$ cat src/design/lru_key_value_cache_unit_macros.svh
// ----------------------------------------------------------------------------
// lru_key_value_cache_unit_macros.svh
// Assertion macros shared by the cache unit.
// ----------------------------------------------------------------------------
`ifndef LRU_KEY_VALUE_CACHE_UNIT_MACROS_SVH
`define LRU_KEY_VALUE_CACHE_UNIT_MACROS_SVH

// expr must hold at every clock edge out of reset
`define LKVC_ASSERT_ALWAYS(label, clk, rst_n, expr) \
    label: assert property (@(posedge clk) disable iff (!rst_n) (expr)) \
        else $error("lkvc assertion failed");

// cons must hold in the cycle after ante
`define LKVC_ASSERT_NEXT(label, clk, rst_n, ante, cons) \
    label: assert property (@(posedge clk) disable iff (!rst_n) (ante) |=> (cons)) \
        else $error("lkvc assertion failed");

`endif

$ cat src/design/lkvc_pkg.sv
// ----------------------------------------------------------------------------
// lkvc_pkg
// Types and constants of the LRU key-value cache unit.
// ----------------------------------------------------------------------------
`timescale 1ns / 1ps

package lkvc_pkg;

    localparam int DEFAULT_ENTRIES = 16;
    localparam int KEY_W           = 32;
    localparam int VAL_W           = 32;
    localparam int CAP_W           = 5;
    localparam int CAP_RESET       = 16;

    localparam logic signed [VAL_W-1:0] MISS_VALUE = -32'sd1;

    typedef enum logic
    {
        CMD_GET = 1'b0,
        CMD_PUT = 1'b1
    } cmd_t;

    typedef struct packed
    {
        cmd_t                    cmd;
        logic signed [KEY_W-1:0] lookup_key;
        logic signed [VAL_W-1:0] write_value;
    } req_t;

    typedef struct packed
    {
        logic                    hit;
        logic signed [VAL_W-1:0] read_value;
    } rsp_t;

    typedef struct packed
    {
        logic hit;
        logic free_any;
        logic lru_any;
    } match_flags_t;

endpackage

$ cat src/design/lkvc_lookup.sv
// ----------------------------------------------------------------------------
// lkvc_lookup
// Parallel key compare, free slot and least recent slot search.
// ----------------------------------------------------------------------------
`timescale 1ns / 1ps

module lkvc_lookup #(
    parameter int ENTRIES = lkvc_pkg::DEFAULT_ENTRIES,
    parameter int IDX_W   = $clog2(ENTRIES),
    parameter int CNT_W   = $clog2(ENTRIES + 1)
) (
    input  logic [lkvc_pkg::KEY_W-1:0] key,
    input  logic [lkvc_pkg::KEY_W-1:0] keys      [ENTRIES],
    input  logic [ENTRIES-1:0]         valid,
    input  logic [IDX_W-1:0]           ranks     [ENTRIES],
    input  logic [CNT_W-1:0]           occupancy,
    output lkvc_pkg::match_flags_t     flags,
    output logic [IDX_W-1:0]           hit_idx,
    output logic [IDX_W-1:0]           hit_rank,
    output logic [IDX_W-1:0]           free_idx,
    output logic [IDX_W-1:0]           lru_idx
);

    logic [CNT_W-1:0] lru_rank;

    assign lru_rank = occupancy - CNT_W'(1);

    // lowest index wins for hit and free, highest for lru
    always_comb
    begin
        flags    = '0;
        hit_idx  = '0;
        free_idx = '0;
        lru_idx  = '0;
        for (int i = ENTRIES - 1; i >= 0; i--)
        begin
            if (valid[i] && keys[i] == key)
            begin
                flags.hit = 1'b1;
                hit_idx   = IDX_W'(i);
            end
            if (!valid[i])
            begin
                flags.free_any = 1'b1;
                free_idx       = IDX_W'(i);
            end
        end
        for (int i = 0; i < ENTRIES; i++)
        begin
            if (valid[i] && CNT_W'(ranks[i]) == lru_rank)
            begin
                flags.lru_any = 1'b1;
                lru_idx       = IDX_W'(i);
            end
        end
    end

    assign hit_rank = ranks[hit_idx];

endmodule

$ cat src/design/lru_key_value_cache_unit.sv
// ----------------------------------------------------------------------------
// lru_key_value_cache_unit
// Fully associative key-value cache with least-recently-used replacement.
//
// Requests (get or put of a 32-bit key) enter on req_valid/req_ready; one
// response per request leaves on rsp_valid/rsp_ready, in request order.
// A request is registered on acceptance and resolved, once the response
// register is free, by a parallel compare against all entries plus a rank
// update; the response is registered, so rsp_valid rises only after the
// request has passed the input register and then the response register.
// Throughput is one request per cycle while rsp_ready does not stall the
// response, set by the combinational compare and rank update path.
// A stalled rsp_ready holds the response; the input register still takes
// one more request, then req_ready drops until the response is taken.
// cfg_we/cfg_wdata set the capacity (0 reads as 1, above ENTRIES saturates);
// a write is ignored unless the table is empty.
// Reset clears all valid marks, ranks and the count; capacity is min(16, ENTRIES).
// ----------------------------------------------------------------------------
`timescale 1ns / 1ps
`include "lru_key_value_cache_unit_macros.svh"

module lru_key_value_cache_unit #(
    parameter int ENTRIES = lkvc_pkg::DEFAULT_ENTRIES
) (
    input  logic                      clk,
    input  logic                      rst_n,
    input  logic                      req_valid,
    output logic                      req_ready,
    input  lkvc_pkg::req_t            req,
    output logic                      rsp_valid,
    input  logic                      rsp_ready,
    output lkvc_pkg::rsp_t            rsp,
    input  logic                      cfg_we,
    input  logic [lkvc_pkg::CAP_W-1:0] cfg_wdata
);

    localparam int IDX_W = $clog2(ENTRIES);
    localparam int CNT_W = $clog2(ENTRIES + 1);
    localparam int CAP_INIT = (lkvc_pkg::CAP_RESET > ENTRIES) ? ENTRIES : lkvc_pkg::CAP_RESET;

    logic                          req_valid_reg, req_valid_next;
    lkvc_pkg::req_t                req_reg;
    logic                          rsp_valid_reg, rsp_valid_next;
    lkvc_pkg::rsp_t                rsp_reg, rsp_next;

    logic [lkvc_pkg::KEY_W-1:0]    key_reg   [ENTRIES];
    logic [lkvc_pkg::VAL_W-1:0]    value_reg [ENTRIES];
    logic [ENTRIES-1:0]            valid_reg, valid_next;
    logic [IDX_W-1:0]              rank_reg  [ENTRIES];
    logic [IDX_W-1:0]              rank_next [ENTRIES];
    logic [CNT_W-1:0]              occupancy_reg, occupancy_next;
    logic [CNT_W-1:0]              capacity_reg, capacity_next;

    lkvc_pkg::match_flags_t        flags;
    logic [IDX_W-1:0]              hit_idx;
    logic [IDX_W-1:0]              hit_rank;
    logic [IDX_W-1:0]              free_idx;
    logic [IDX_W-1:0]              lru_idx;

    logic                          req_fire;
    logic                          stage_fire;
    logic [IDX_W-1:0]              slot;
    logic [CNT_W-1:0]              limit;
    logic                          promote;
    logic                          key_we;
    logic                          value_we;

    assign stage_fire = req_valid_reg && (!rsp_valid_reg || rsp_ready);
    assign req_ready  = !req_valid_reg || stage_fire;
    assign req_fire   = req_valid && req_ready;
    assign rsp_valid  = rsp_valid_reg;
    assign rsp        = rsp_reg;

    lkvc_lookup #(
        .ENTRIES   (ENTRIES),
        .IDX_W     (IDX_W),
        .CNT_W     (CNT_W)
    ) u_lookup (
        .key       (req_reg.lookup_key),
        .keys      (key_reg),
        .valid     (valid_reg),
        .ranks     (rank_reg),
        .occupancy (occupancy_reg),
        .flags     (flags),
        .hit_idx   (hit_idx),
        .hit_rank  (hit_rank),
        .free_idx  (free_idx),
        .lru_idx   (lru_idx)
    );

    always_comb
    begin
        req_valid_next = req_valid_reg;
        rsp_valid_next = rsp_valid_reg;
        rsp_next       = rsp_reg;
        valid_next     = valid_reg;
        rank_next      = rank_reg;
        occupancy_next = occupancy_reg;
        capacity_next  = capacity_reg;
        slot           = '0;
        limit          = '0;
        promote        = 1'b0;
        key_we         = 1'b0;
        value_we       = 1'b0;

        if (req_fire)
        begin
            req_valid_next = 1'b1;
        end
        else if (stage_fire)
        begin
            req_valid_next = 1'b0;
        end

        if (stage_fire)
        begin
            rsp_valid_next = 1'b1;
        end
        else if (rsp_ready)
        begin
            rsp_valid_next = 1'b0;
        end

        if (cfg_we && occupancy_reg == '0)
        begin
            if (cfg_wdata == '0)
            begin
                capacity_next = CNT_W'(1);
            end
            else if (int'(cfg_wdata) > ENTRIES)
            begin
                capacity_next = CNT_W'(ENTRIES);
            end
            else
            begin
                capacity_next = CNT_W'(cfg_wdata);
            end
        end

        if (stage_fire)
        begin
            if (flags.hit)
            begin
                slot     = hit_idx;
                limit    = CNT_W'(hit_rank);
                promote  = 1'b1;
                value_we = (req_reg.cmd == lkvc_pkg::CMD_PUT);
                rsp_next.hit        = 1'b1;
                rsp_next.read_value = value_we ? req_reg.write_value : value_reg[hit_idx];
            end
            else if (req_reg.cmd == lkvc_pkg::CMD_GET)
            begin
                rsp_next.hit        = 1'b0;
                rsp_next.read_value = lkvc_pkg::MISS_VALUE;
            end
            else
            begin
                promote  = 1'b1;
                key_we   = 1'b1;
                value_we = 1'b1;
                if (occupancy_reg < capacity_reg && flags.free_any)
                begin
                    slot           = free_idx;
                    limit          = occupancy_reg;
                    occupancy_next = occupancy_reg + CNT_W'(1);
                end
                else if (flags.lru_any)
                begin
                    slot  = lru_idx;
                    limit = occupancy_reg - CNT_W'(1);
                end
                else
                begin
                    // no free slot within capacity and no lru slot found: reuse slot zero
                    slot           = '0;
                    limit          = '0;
                    occupancy_next = CNT_W'(1);
                end
                valid_next[slot]    = 1'b1;
                rsp_next.hit        = 1'b0;
                rsp_next.read_value = req_reg.write_value;
            end

            if (promote)
            begin
                for (int i = 0; i < ENTRIES; i++)
                begin
                    if (IDX_W'(i) == slot)
                    begin
                        rank_next[i] = '0;
                    end
                    else if (valid_reg[i] && CNT_W'(rank_reg[i]) < limit)
                    begin
                        rank_next[i] = rank_reg[i] + IDX_W'(1);
                    end
                end
            end
        end
    end

    always_ff @(posedge clk or negedge rst_n)
    begin
        if (!rst_n)
        begin
            req_valid_reg <= 1'b0;
            rsp_valid_reg <= 1'b0;
            valid_reg     <= '0;
            occupancy_reg <= '0;
            capacity_reg  <= CNT_W'(CAP_INIT);
            for (int i = 0; i < ENTRIES; i++)
            begin
                rank_reg[i] <= '0;
            end
        end
        else
        begin
            req_valid_reg <= req_valid_next;
            rsp_valid_reg <= rsp_valid_next;
            valid_reg     <= valid_next;
            occupancy_reg <= occupancy_next;
            capacity_reg  <= capacity_next;
            rank_reg      <= rank_next;
        end
    end

    always_ff @(posedge clk)
    begin
        if (req_fire)
        begin
            req_reg <= req;
        end
        rsp_reg <= rsp_next;
        if (key_we)
        begin
            key_reg[slot] <= req_reg.lookup_key;
        end
        if (value_we)
        begin
            value_reg[slot] <= req_reg.write_value;
        end
    end

    `LKVC_ASSERT_ALWAYS(a_occ_within_cap, clk, rst_n, occupancy_reg <= capacity_reg)
    `LKVC_ASSERT_ALWAYS(a_count_matches_valid, clk, rst_n,
        $countones(valid_reg) == int'(occupancy_reg))
    `LKVC_ASSERT_NEXT(a_put_leaves_entry, clk, rst_n,
        stage_fire && req_reg.cmd == lkvc_pkg::CMD_PUT, occupancy_reg != '0)
    `LKVC_ASSERT_NEXT(a_get_keeps_count, clk, rst_n,
        stage_fire && req_reg.cmd == lkvc_pkg::CMD_GET, $stable(occupancy_reg))

endmodule
$ cat config.mk
export PLATFORM = sky130hd
export DESIGN_NAME = lru_key_value_cache_unit
export DESIGN_NICKNAME = d
export VERILOG_FILES = /design/src/design/lkvc_pkg.sv /design/src/design/lkvc_lookup.sv /design/src/design/lru_key_value_cache_unit.sv
export VERILOG_INCLUDE_DIRS = /design/src /design/src/design
export SDC_FILE = /design/constraint.sdc
export NUM_CORES = 2
export LEC_CHECK = 0
export BUFFER_PORTS_ARGS = -buffer_cell sky130_fd_sc_hd__buf_2
export CELL_PAD_IN_SITES_DETAIL_PLACEMENT = 0
export CELL_PAD_IN_SITES_GLOBAL_PLACEMENT = 1
export CORE_ASPECT_RATIO = 1.1
export CORE_MARGIN = 2
export CORE_UTILIZATION = 49
export CTS_CLUSTER_SIZE = 14
export DETAILED_ROUTE_END_ITERATION = 6
export PLACE_DENSITY = 0.87
export SLEW_MARGIN = 20
export SYNTH_ARGS = -nofsm -noshare
export SYNTH_HDL_FRONTEND = slang
export SYNTH_HIERARCHICAL = 1
export SYNTH_SLANG_ARGS = --single-unit
$ cat constraint.sdc
create_clock -name clk -period 6.8 [get_ports clk]
set_clock_uncertainty 0.1 [all_clocks]
set_input_delay 1.02 -clock clk [delete_from_list [all_inputs] [get_ports clk]]
set_output_delay 1.02 -clock clk [all_outputs]
set_load 0.02 [all_outputs]
# Yosys cells after proc, flatten, opt, wreduce, memory -nomap -nowiden
# Memory sizes are Yosys's and may differ from the RTL's.
# Cells that the tools add are included.
# word_totals
reg_bits,702
ram_bits,512
input_bits,75
out_inout_bits,35
elab_cells,402
n_memories,1
# mem_list
memory,words,word_bits,read_ports,rd_clocked_by_memory_dff,write_ports,line,rtl
value_reg,16,32,1,0,1,lru_key_value_cache_unit.sv:47,logic [lkvc_pkg::VAL_W-1:0] value_reg [ENTRIES];
# op_classes
addsub,18
order_cmp,23
n_eq_ne,48
muxes,169
bitwise_logic,4
reduce_logical,97
# op_table
cell,n
$bwmux 512,1
$eq 32x32->1,16
$mux 4,83
$demux 32 s4,1
$mux 32,4
$eq 4x5->1,16
$lt 4x5->1,16
$add 4x1->4 const B,16
$mux 1,63
$logic_and 1x1->1,54
$reduce_and 3->1,17
$mux 5,9
$reduce_bool 2->1,18
$eq 4x4->1 const A,8
$bmux 4 s4,1
$eq 3x4->1 const A,4
$or 16x16->16,1
$mux 3,4
$ge 5x5->1 const B,2
$logic_not 5->1,2
$not 4->5,2
$eq 2x4->1 const A,2
$add 5x1->5 const B,1
$gt 5x5->1 const B,1
other kinds (14),17

# Logic depth before layout (Yosys ltp)
# logic_depth
word_depth,34
mapped_depth,25

# By module
# The synthesis kept the hierarchy.
# modules_own_cells
module,instances,cells_per_inst,area_per_inst_um2,seq_area_each_um2
lru_key_value_cache_unit,1,2179,45065.7,35995.8
lkvc_lookup,1,1323,9688.0,0.0

# Worst setup path after synthesis
# Ideal clock, no wire load.
# synth_path
path_kind,register to register
start,"register, netlist name occupancy_reg[0]"
end,"register key_reg[192] in the netlist's numbering, enable pin"
setup_time_ps,422
t_arrival_ps,6055
slack_ps,223
stages_incl_launch_ff,21
n_path_buf,3
cell_sequence,dfrtp_1 -> clkbuf_1 -> clkbuf_1 -> inv_1 -> ha_1 -> xor2_1 -> clkbuf_1 -> xnor2_1 -> nand4_1 -> nor3_1 -> a21oi_1 -> o21ai_0 -> a21oi_1 -> o21ai_0 -> a21oi_1 -> o21ai_0 -> nand2_1 -> or4_1 -> a31oi_2 -> o22ai_1 -> nor2_1
# synth_rtl
element,line,rtl
"to (signal, indexed assignment)",lru_key_value_cache_unit.sv:235,key_reg[slot] <= req_reg.lookup_key;
to (decl),lru_key_value_cache_unit.sv:46,logic [lkvc_pkg::KEY_W-1:0] key_reg [ENTRIES];

# Worst setup path after layout
# layout_path
start,register req_reg[42] in the netlist's numbering
end,register rank_reg[4] in the netlist's numbering
# layout_between
elab_chain_len,28
# layout_lines
element,line,rtl
from (decl),lru_key_value_cache_unit.sv:42,lkvc_pkg::req_t req_reg;
from (signal assigned),lru_key_value_cache_unit.sv:230,req_reg <= req;
$eq 32x32->1,lkvc_lookup.sv:37,if (valid[i] && keys[i] == key)
$logic_and 1x1->1,lkvc_lookup.sv:37,
$mux 4 (15 in a row),lkvc_lookup.sv:37,
$mux 4 (*),lkvc_lookup.sv:37,
$not 4->5 (implied by the code) (*),lkvc_lookup.sv:58,assign hit_rank = ranks[hit_idx];
$bmux 4 s4 (*),lkvc_lookup.sv:58,
$mux 4 (implied by the code) (*) (2 in a row),lkvc_lookup.sv:58,
via hit_rank[1],lru_key_value_cache_unit.sv:56,logic [IDX_W-1:0] hit_rank;
$mux 5 (*),lru_key_value_cache_unit.sv:142,if (flags.hit)
$mux 5 (*),lru_key_value_cache_unit.sv:140,if (stage_fire)
$lt 4x5->1 (*),lru_key_value_cache_unit.sv:192,else if (valid_reg[i] && CNT_W'(rank_reg[i]) < limit)
$logic_and 1x1->1 (*),lru_key_value_cache_unit.sv:192,
$reduce_bool 2->1 (no source line) (*),-,
$reduce_and 3->1 (no source line) (*),-,
to (signal assigned),lru_key_value_cache_unit.sv:222,rank_reg <= rank_next;
to (decl),lru_key_value_cache_unit.sv:49,logic [IDX_W-1:0] rank_reg [ENTRIES];
# The timed path passes the listed nets; every way through them passes the cells marked *. The select of a mux whose other input is x is not followed.
# A chain may end at the register's enable or synchronous reset.

==> flow_metrics.tcl <==
set metrics [dict create \
    arrival_ns 6.88 \
    die_h_um 355 \
    drc 0 \
    cts-buffers-inserted 112 \
    setup_tns_ns 0 \
    fmax_mhz 157 \
    antenna_found_initial 2 \
    grt_pass1_vias 33348 \
    final_cell_mix "1,122 x edfxtp_1, 444 x xor2_1, 180 x nor4_1" \
    grt_use_total_pct 25.9 \
    fin_cells 5321 \
    synth_edf_count 1122 \
    grt-ovfl-total 0 \
    areaGrowthSynthToFinish_pct 12.7 \
    crit_path_max_fanout 12 \
    clk-insertion-delay-late_ns 0.73 \
    fin_crit_sh_pct 93.8 \
    drt-initial-drc-count 3917 \
    slew_headroom_pct 22.6 \
    avgSynthCellArea_um2 15.6 \
    synth-seq-cells 1214 \
    clk_pin_slew_ns 0.06 \
    ioPinCount 110 \
    cts_htree_levels 3 \
    worst_pin_slew_ns 1.15 \
    period_minus_slack_ns 6.38 \
    startpoint "req_reg[42]" \
    synth_area_um2 54800 \
    cts-root-buf "clkbuf_16" \
    core_area_um2 111000 \
    drtPass1Iterations 6 \
    finalHoldViolCount 0 \
    portBuffers 109 \
    rsz0062_at_grt "false" \
    outcome "completed" \
    syn_inst 3502 \
    dp.cells 5124 \
    async_flop_share_pct 7.58 \
    maxCapViolCount 0 \
    die_area_um2 114000 \
    ir_drop_uv 315 \
    clockBufferDepth 3 \
    powerDensity_nw_per_um2 290 \
    synth-main-ff-cell "edfxtp_1" \
    ys_seq_area_share_pct 65.7 \
    antennaDiodeCount 0 \
    synth_top_area_cell "edfxtp_1" \
    synth_area_leaders "edfxtp_1 62%, xor2_1 7.1%, mux4_2 6.6%, dfrtp_1 4.2%, xnor2_1 2.1%" \
    initial_core_util_pct 49.4 \
    cp_slowest_cell "a211oi_1" \
    cts_hold_buf 0 \
    drive_gt1_share_pct 19.4 \
    synthDistinctLibCells 95 \
    post_cts_buffers 0 \
    mostFrequentLayoutCell "edfxtp_1" \
    cts_resized 0 \
    rr_startpoint "req_reg[42]" \
    wl_um 149000 \
    die_w_um 323 \
    syn_nets 3649 \
    cp_cell_sequence "xor2_1 > nor4_1 > nand4_1 > or4_1 > a211oi_1 > o21ai_1 > and4_1 > a2111oi_0 > a32oi_1 > a21oi_1 > nor3_1 > a21oi_2 > buf_4 > ha_1 > nor3_1 > a221oi_1 > a21oi_2 > and3_1 > mux2_2" \
    dp_hpwl_um 91000 \
    yosysTopAreaCellShare_pct 61.5 \
    num_rows 128 \
    yosysWarnings 6 \
    clock-sinks 1214 \
    hp-class "in2async" \
    grt_first_pass_wirelength_um 219000 \
    viasPerCell 6.34 \
    cp-start-kind "flip-flop" \
    crit_type "reg2reg" \
    endpoint_kind "flip-flop" \
    drtAntennaViolNets 0 \
    crit_required_ns 7.29 \
    crit_path_max_incr_delay_ns 0.68 \
    p_leak_nw 20.6 \
    setup_viol_count_final 0 \
    grt_max_degree 101 \
    maxSlewViolCount 0 \
    vias 33710 \
    tritoncts "done" \
    gp_congestion 0.964 \
    fin_nets 3891 \
    wl_per_cell_um 27.9 \
]
path summary, 6_finish.rpt:
kind                                   end  slack (ns)  cells after the start
setup / recovery               rank_reg[4]        0.42                     19
hold / removal                rank_reg[34]        0.21                      1
setup reg to reg               rank_reg[4]        0.42                     19
hold reg to reg            capacity_reg[1]        0.39                      2
max in group asynchronous     valid_reg[9]        5.18                      2
min in group clk               req_reg[22]        0.37                      1
cell families (layout without fill, tap and decap cells):
family                     Yosys count  in the layout  synth area share, %
xor gates and xnor gates           574            574                 9.18
and+or+nand+nor                    903            903                 9.24
DFF                               1214           1214                 65.7
adders and majority gates           72             72                 1.65
muxes                              196            196                 7.30
AOI/OAI and AO/OA                  353            353                 5.00
buffers and inverters              190            514                 1.89
cell usage after synthesis, drive strengths merged (16+ instances only):
| cell type | count |
|---|---|
| edfxtp | 1122 |
| xor2 | 445 |
| nor4 | 181 |
| mux4 | 160 |
| nand2 | 140 |
| xnor2 | 129 |
| nor2 | 116 |
| nand4 | 109 |
| buf | 102 |
| nor3 | 95 |
| dfrtp | 91 |
| ha | 72 |
| a21oi | 69 |
| nand3 | 64 |
| clkbuf | 54 |
| o21ai | 53 |
| inv | 34 |
| o22a | 32 |
| mux2 | 28 |
| nand2b | 28 |
| or4 | 26 |
| and3 | 25 |
| a221oi | 22 |
| and2 | 21 |
| a31o | 17 |
| nand4b | 17 |
| nor4b | 16 |
| o211ai | 16 |
| o22ai | 16 |
metrics by stage:
step	hold WS (ns)	cell area (um^2)	power [mW]	setup WS (ns)	utilization, %
CTS	0.200	61700	17.9	0.189	55.7
floorplan	0.349	54800	10.9	0.223	-
global placement	0.370	58200	11.8	0.179	52.5
detailed placement	0.378	58200	11.9	0.203	52.5
finish	0.212	61700	17.9	0.419	55.7
global route	0.250	61700	18.4	0.128	55.7
worst max-delay path: cells and delay by family (launching register included):
kind / cells / cell delay, ns
simple gates: 7 / 1.76
xor+xnor: 1 / 0.28
compound gates: 8 / 2.74
flops: 1 / 0.66
mux: 1 / 0.26
buf+inv: 1 / 0.27
fa+ha+maj: 1 / 0.20
power by group:
| part | switching [mW] | internal, mW | leakage [nW] |
|---|---|---|---|
| clock network | 2.74 | 3.35 | 1.70 |
| registers | 0.303 | 8.47 | 11.4 |
| logic | 1.93 | 1.07 | 7.52 |
| total | 4.97 | 12.9 | 20.6 |
layout make-up:
type,count,area [um^2]
fill,8414,49100
sequential,1214,36000
multi-input combinational,2098,18000
clock buffer,144,2980
timing repair buffer,284,2250
tap,1495,1870
clock inverter,52,503
inverter,34,128
routing by layer:
metal  wire, um  track usage (%)  vias to the layer above
met3      11900             3.89                      453
li1           -                -                    14263
met2      73100             43.3                     1973
met5         10                0                        -
met1      55600             33.0                    17019
met4       7930             13.0                        2
Note: power is estimated with default switching activity, not from simulation.
